`src/rtl/core/tkf_pkg.sv`:
```
// Shared constants and types for the top-k frequency tracker.
package tkf_pkg;

  localparam int unsigned DEPTH_DEFAULT = 16;
  localparam int unsigned VAL_W         = 64;

  // Request codes
  localparam logic REQ_OFFER = 1'b0;
  localparam logic REQ_READ  = 1'b1;

  // Result kinds
  localparam logic KIND_INSERT = 1'b0;
  localparam logic KIND_LIST   = 1'b1;

  typedef logic [VAL_W-1:0] val_t;

  // Per-cycle command broadcast to every cell of the table
  typedef struct packed {
    logic offer;   // an offer word is accepted this cycle
    logic shift;   // the offer evicts slot 0 and moves the lower slots down
    logic rotate;  // readout: move every slot up by one, wrapping the top to slot 0
  } cmd_t;

endpackage

```
`src/rtl/core/tkf_cell.sv`:
```
// One slot of the sorted table: counter, key and its local compare.
module tkf_cell (
  input  logic          clk,
  input  logic          rst,
  input  tkf_pkg::cmd_t cmd,
  input  tkf_pkg::val_t freq,
  input  tkf_pkg::val_t key_id,
  input  logic          prefix_in,
  input  logic          upper_prefix,
  input  tkf_pkg::val_t upper_count,
  input  tkf_pkg::val_t upper_key,
  input  tkf_pkg::val_t lower_count,
  input  tkf_pkg::val_t lower_key,
  output tkf_pkg::val_t count,
  output tkf_pkg::val_t key,
  output logic          prefix_out,
  output logic          sel,
  output logic          shift_hit
);

  // All slots from 0 up to here are below the offered frequency
  assign prefix_out = prefix_in && (freq > count);
  // This is the highest such slot
  assign sel        = prefix_out && !upper_prefix;
  assign shift_hit  = sel && (count != '0);

  always_ff @(posedge clk) begin
    if (rst) begin
      count <= '0;
    end else if (cmd.rotate) begin
      count <= lower_count;
    end else if (cmd.offer) begin
      if (sel) begin
        count <= freq;
      end else if (cmd.shift && upper_prefix) begin
        count <= upper_count;
      end
    end
  end

  always_ff @(posedge clk) begin
    if (cmd.rotate) begin
      key <= lower_key;
    end else if (cmd.offer) begin
      if (sel) begin
        key <= key_id;
      end else if (cmd.shift && upper_prefix) begin
        key <= upper_key;
      end
    end
  end

endmodule

```
`config.mk`:
```
export PLATFORM = sky130hd
export DESIGN_NAME = tkf_cell
export DESIGN_NICKNAME = d
export VERILOG_FILES = /design/src/rtl/core/tkf_pkg.sv /design/src/rtl/core/tkf_cell.sv
export SDC_FILE = /design/constraint.sdc
export NUM_CORES = 1
export LEC_CHECK = 0
export BUFFER_PORTS_ARGS = -buffer_cell sky130_fd_sc_hd__buf_4
export CAP_MARGIN = 20
export CORE_AREA = 2 2 202 204
export CTS_CLUSTER_SIZE = 8
export DETAILED_ROUTE_END_ITERATION = 8
export DIE_AREA = 0 0 204 206
export RECOVER_POWER = 25
export SETUP_SLACK_MARGIN = 0.4
export SLEW_MARGIN = 30
export SYNTH_ARGS = -nofsm -noshare
export SYNTH_HDL_FRONTEND = slang
export SYNTH_SLANG_ARGS = --single-unit
export TNS_END_PERCENT = 30
```
`constraint.sdc`:
```
create_clock -name clk -period 9.7 [get_ports clk]
set_clock_uncertainty 0.05 [all_clocks]
set_input_delay 1.94 -clock clk [delete_from_list [all_inputs] [get_ports clk]]
set_output_delay 1.94 -clock clk [all_outputs]
set_load 0.02 [all_outputs]
```
==> metrics.md <==
| Metric | Value |
|---|---|
| Ys Warns | `0` |
| Rel. slew slack | `0.380` |
| Asr flop ratio synth | `0` |
| Initial antenna violation count | `8` |
| ANT nets after route | `0` |
| Hold wc startpoint | `count[44]` |
| Htree depth | `4` |
| Critical Path End | `shift_hit` |
| Outcome | `completed` |
| Iter 0 DRT Violations | `316` |
| Clk pwr share | `0.357` |
| Largest cells by area after synthesis | `edfxtp_1 (25%), dfxtp_1 (17%), ha_1 (10%), a221o_1 (8.3%), mux2i_1 (8.3%)` |
| First-pass GRT wire length | `50800 um` |
| Max frequency | `150 MHz` |
| Leak | `5.39 nW` |
| TritonCTS Sinks | `128` |
| Met3 GRT Util | `0.0505` |
| FILL cells | `4273` |
| Grt peak-use layer | `met2` |
| Comb pwr share | `0.263` |
| RR Endpoint | `key[63]` |
| Reg power frac | `0.380` |
| Final hold violation count | `0` |
| Design Power | `1.72 mW` |
| Final min period | `6.68 ns` |
| Post-DP HPWL | `30300 um` |
| Reg2Reg Launch Point | `count[46]` |
| DR vias/cell | `4.51` |
| Endpoint type of the worst setup path | `output port` |
| Std-Cell Rows | `74` |
| Worst vdd ir | `0.102 mV` |
| GRT Overall Usage | `0.167` |
| Cells after Synth | `756` |
| WP data required | `7.71 ns` |
| Post-synth EDFFs | `64` |
| Setup violators final | `0` |
| Final WS setup | `3.02 ns` |
| Grt met1 use | `0.184` |
| Setup TNS | `0 ns` |
| Max-Cap Viols | `0` |
| Share of the synthesized area in the top cell type | `0.249` |
| Number of global-route vias before repair | `8125` |
| Crit start category | `input pin` |
| Syn Nets | `1211` |
| Die area | `0.0420 mm2` |
| Synthesized flop and latch total | `128` |
| Cell mode on critical path | `buf_4` |
| Met2 usage | `0.306` |
| Least-Margin Pin Slew | `0.929 ns` |
| Multi-input gate area | `0.00406 mm2` |
| Sequential cell area | `0.00320 mm2` |
| Residual DRC | `0` |
| Setup repair after global routing missed its margin | `no` |
| HP Class | `flop to flop` |
| Worst-path cell chain | `buf_4 > ha_1 > nand4_1 > nor4_1 > and4bb_2 > and2_1 > a221oi_4 > a211oi_4 > buf_4 > o41a_1 > buf_4` |
| Pin count of the biggest net entering global routing | `101` |
| Die height | `206 um` |
| Number of distinct library cells after synthesis | `41` |
| Drt wl/cell | `20.4 um` |
| Switch share | `0.309` |
| Die W | `204 um` |
| Power per Cell Area | `139 mW/mm2` |
| Slowest stage cell, crit path | `nor4_1` |
| Clk slew on worst S/H paths | `0.06 ns` |
| Final Non-Filler Cells | `1807` |
| Port Buffers | `521` |
| Layout cell share with drive strength beyond 1 | `0.387` |
| Hold buffer count at cts | `0` |
| Fin util | `0.309` |
| Mapped cell area | `0.00772 mm2` |
| Final net count | `1711` |
| Initial Util | `0.192` |
| Post-CTS repair timing setup buffer count | `0` |
| Ys flop type | `edfxtp_1` |
| Worst setup startpoint | `freq[46]` |
| Max stage delay on crit path | `0.44 ns` |
| Critical path fanouts, max | `23` |
| CTS Buf Count | `17` |
| CTS tree | `built` |
| CTS Root Cell | `clkbuf_16` |
| Total net switching power | `533 uW` |
| Avg Cell Area, Syn | `10.2 um2` |
| Core box area | `0.0402 mm2` |
| GPL Wtd Cong | `0.840` |
| Cells after DPL | `1769` |
| # resized after CTS | `0` |
| Kind of critical path | `input pin to output port` |
| Reg2Reg Depth | `12` |
| Reg2Reg Setup Slack | `5.32 ns` |
| Worst slack, placed | `2.94 ns` |
| Drt pass-1 iters | `5` |
| Post-synthesis sequential area ratio | `0.415` |
| DR vias | `8148` |
| Worst-case clock buffer depth | `2` |
| Most area-hungry cell type in the Yosys netlist | `edfxtp_1` |
| Top-Level Pins | `522` |
| Final count of pins violating max slew | `0` |
| Worst endpoint data arrival time | `4.69 ns` |
| Drt total wl | `36900 um` |
| Cell internal pwr | `1.19 mW` |
| Area grow syn2layout | `60.7%` |
| Overflow after GRT | `0` |
| Crit share post-route | `0.689` |
| Clock Latency Late Sink | `0.43 ns` |
## layout make-up
class | instances | area share
Multi-Input combinational cell | 515 | 0.327
Timing Repair Buffer | 529 | 0.296
Sequential cell | 128 | 0.258
Tap cell | 532 | 0.0537
Clock buffer | 18 | 0.0346
Inverter | 65 | 0.0197
Clock inverter | 14 | 0.00958
Antenna cell | 6 | 0.00121
## power groups by stage
stage / registers, mW / logic [mW] / clock network, mW
final: 0.655 / 0.453 / 0.616
after detailed placement: 0.667 / 0.482 / 0
after global routing: 0.660 / 0.494 / 0.659
after CTS: 0.656 / 0.484 / 0.636
after floorplan: 0.716 / 0.162 / 0
after global placement: 0.666 / 0.477 / 0
## registers in the layout, indices dropped and copies added (netlist names)
name,cells
count,64
key,64
## stage by stage
step	area [um2]	hold WS (ns)
after floorplan	7720	0.601
after global placement	12100	0.477
after detailed placement	12100	0.483
after CTS	12700	0.498
after global routing	12400	0.522
final	12400	0.496
## layer usage
metal | part of all wire | up-vias
li1 | - | 3924
met1 | 0.39 | 3827
met2 | 0.51 | 373
met3 | 0.084 | 22
met4 | 0.014 | 2
met5 | 0.00049 | -
## critical path, delay by kind of cell
kind,cells,cell delay [ns]
AO/OA/AOI/OAI,3,0.56
buffers and inverters,3,0.67
adder cells (fa/ha/maj),1,0.31
AND/OR/NAND/NOR,4,1.21
## cell usage in the layout, fill, tap and decap left out, types with 12 or more instances in the layout
cell type / synthesis / layout
a22o_1: 64 / 64
clkbuf_1: 35 / 81
ha_1: 64 / 64
nor4_1: 18 / 18
inv_1: 65 / 65
dfxtp_1: 64 / 64
o21ai_0: 73 / 73
edfxtp_1: 64 / 64
a21oi_1: 25 / 25
a221o_1: 64 / 64
nand4_1: 12 / 12
clkbuf_16: 0 / 17
buf_4: 3 / 449
nand2_1: 82 / 82
mux2i_1: 64 / 64
## cells in the mapped netlist (4+ instances only)
cell	instances
a22o_1	64
nand3_1	5
nand2_1	82
nor2_1	6
buf_6	6
dfxtp_1	64
o21ai_0	73
a21oi_1	25
buf_2	4
a211oi_1	4
ha_1	64
edfxtp_1	64
nand4_1	12
a221o_1	64
nor4_1	18
mux2i_1	64
clkbuf_1	35
and4_1	4
inv_1	65
## worst min-delay path by stage
stage / to / slack, ns / cells after the start
floorplan: count[14] / 0.60 / 1
global placement: count[61] / 0.48 / 1
detailed placement: count[5] / 0.48 / 1
CTS: count[53] / 0.50 / 1
global route: count[19] / 0.52 / 1
finish: count[44] / 0.50 / 1
## cell families after synthesis
group,after synthesis,share of synthesized area
compound gates,245,0.246
simple gates,142,0.0898
flops,128,0.415
buf+inv,113,0.0629
mux,64,0.0830
fa+ha+maj,64,0.104
(Power assumes the default switching activity.)
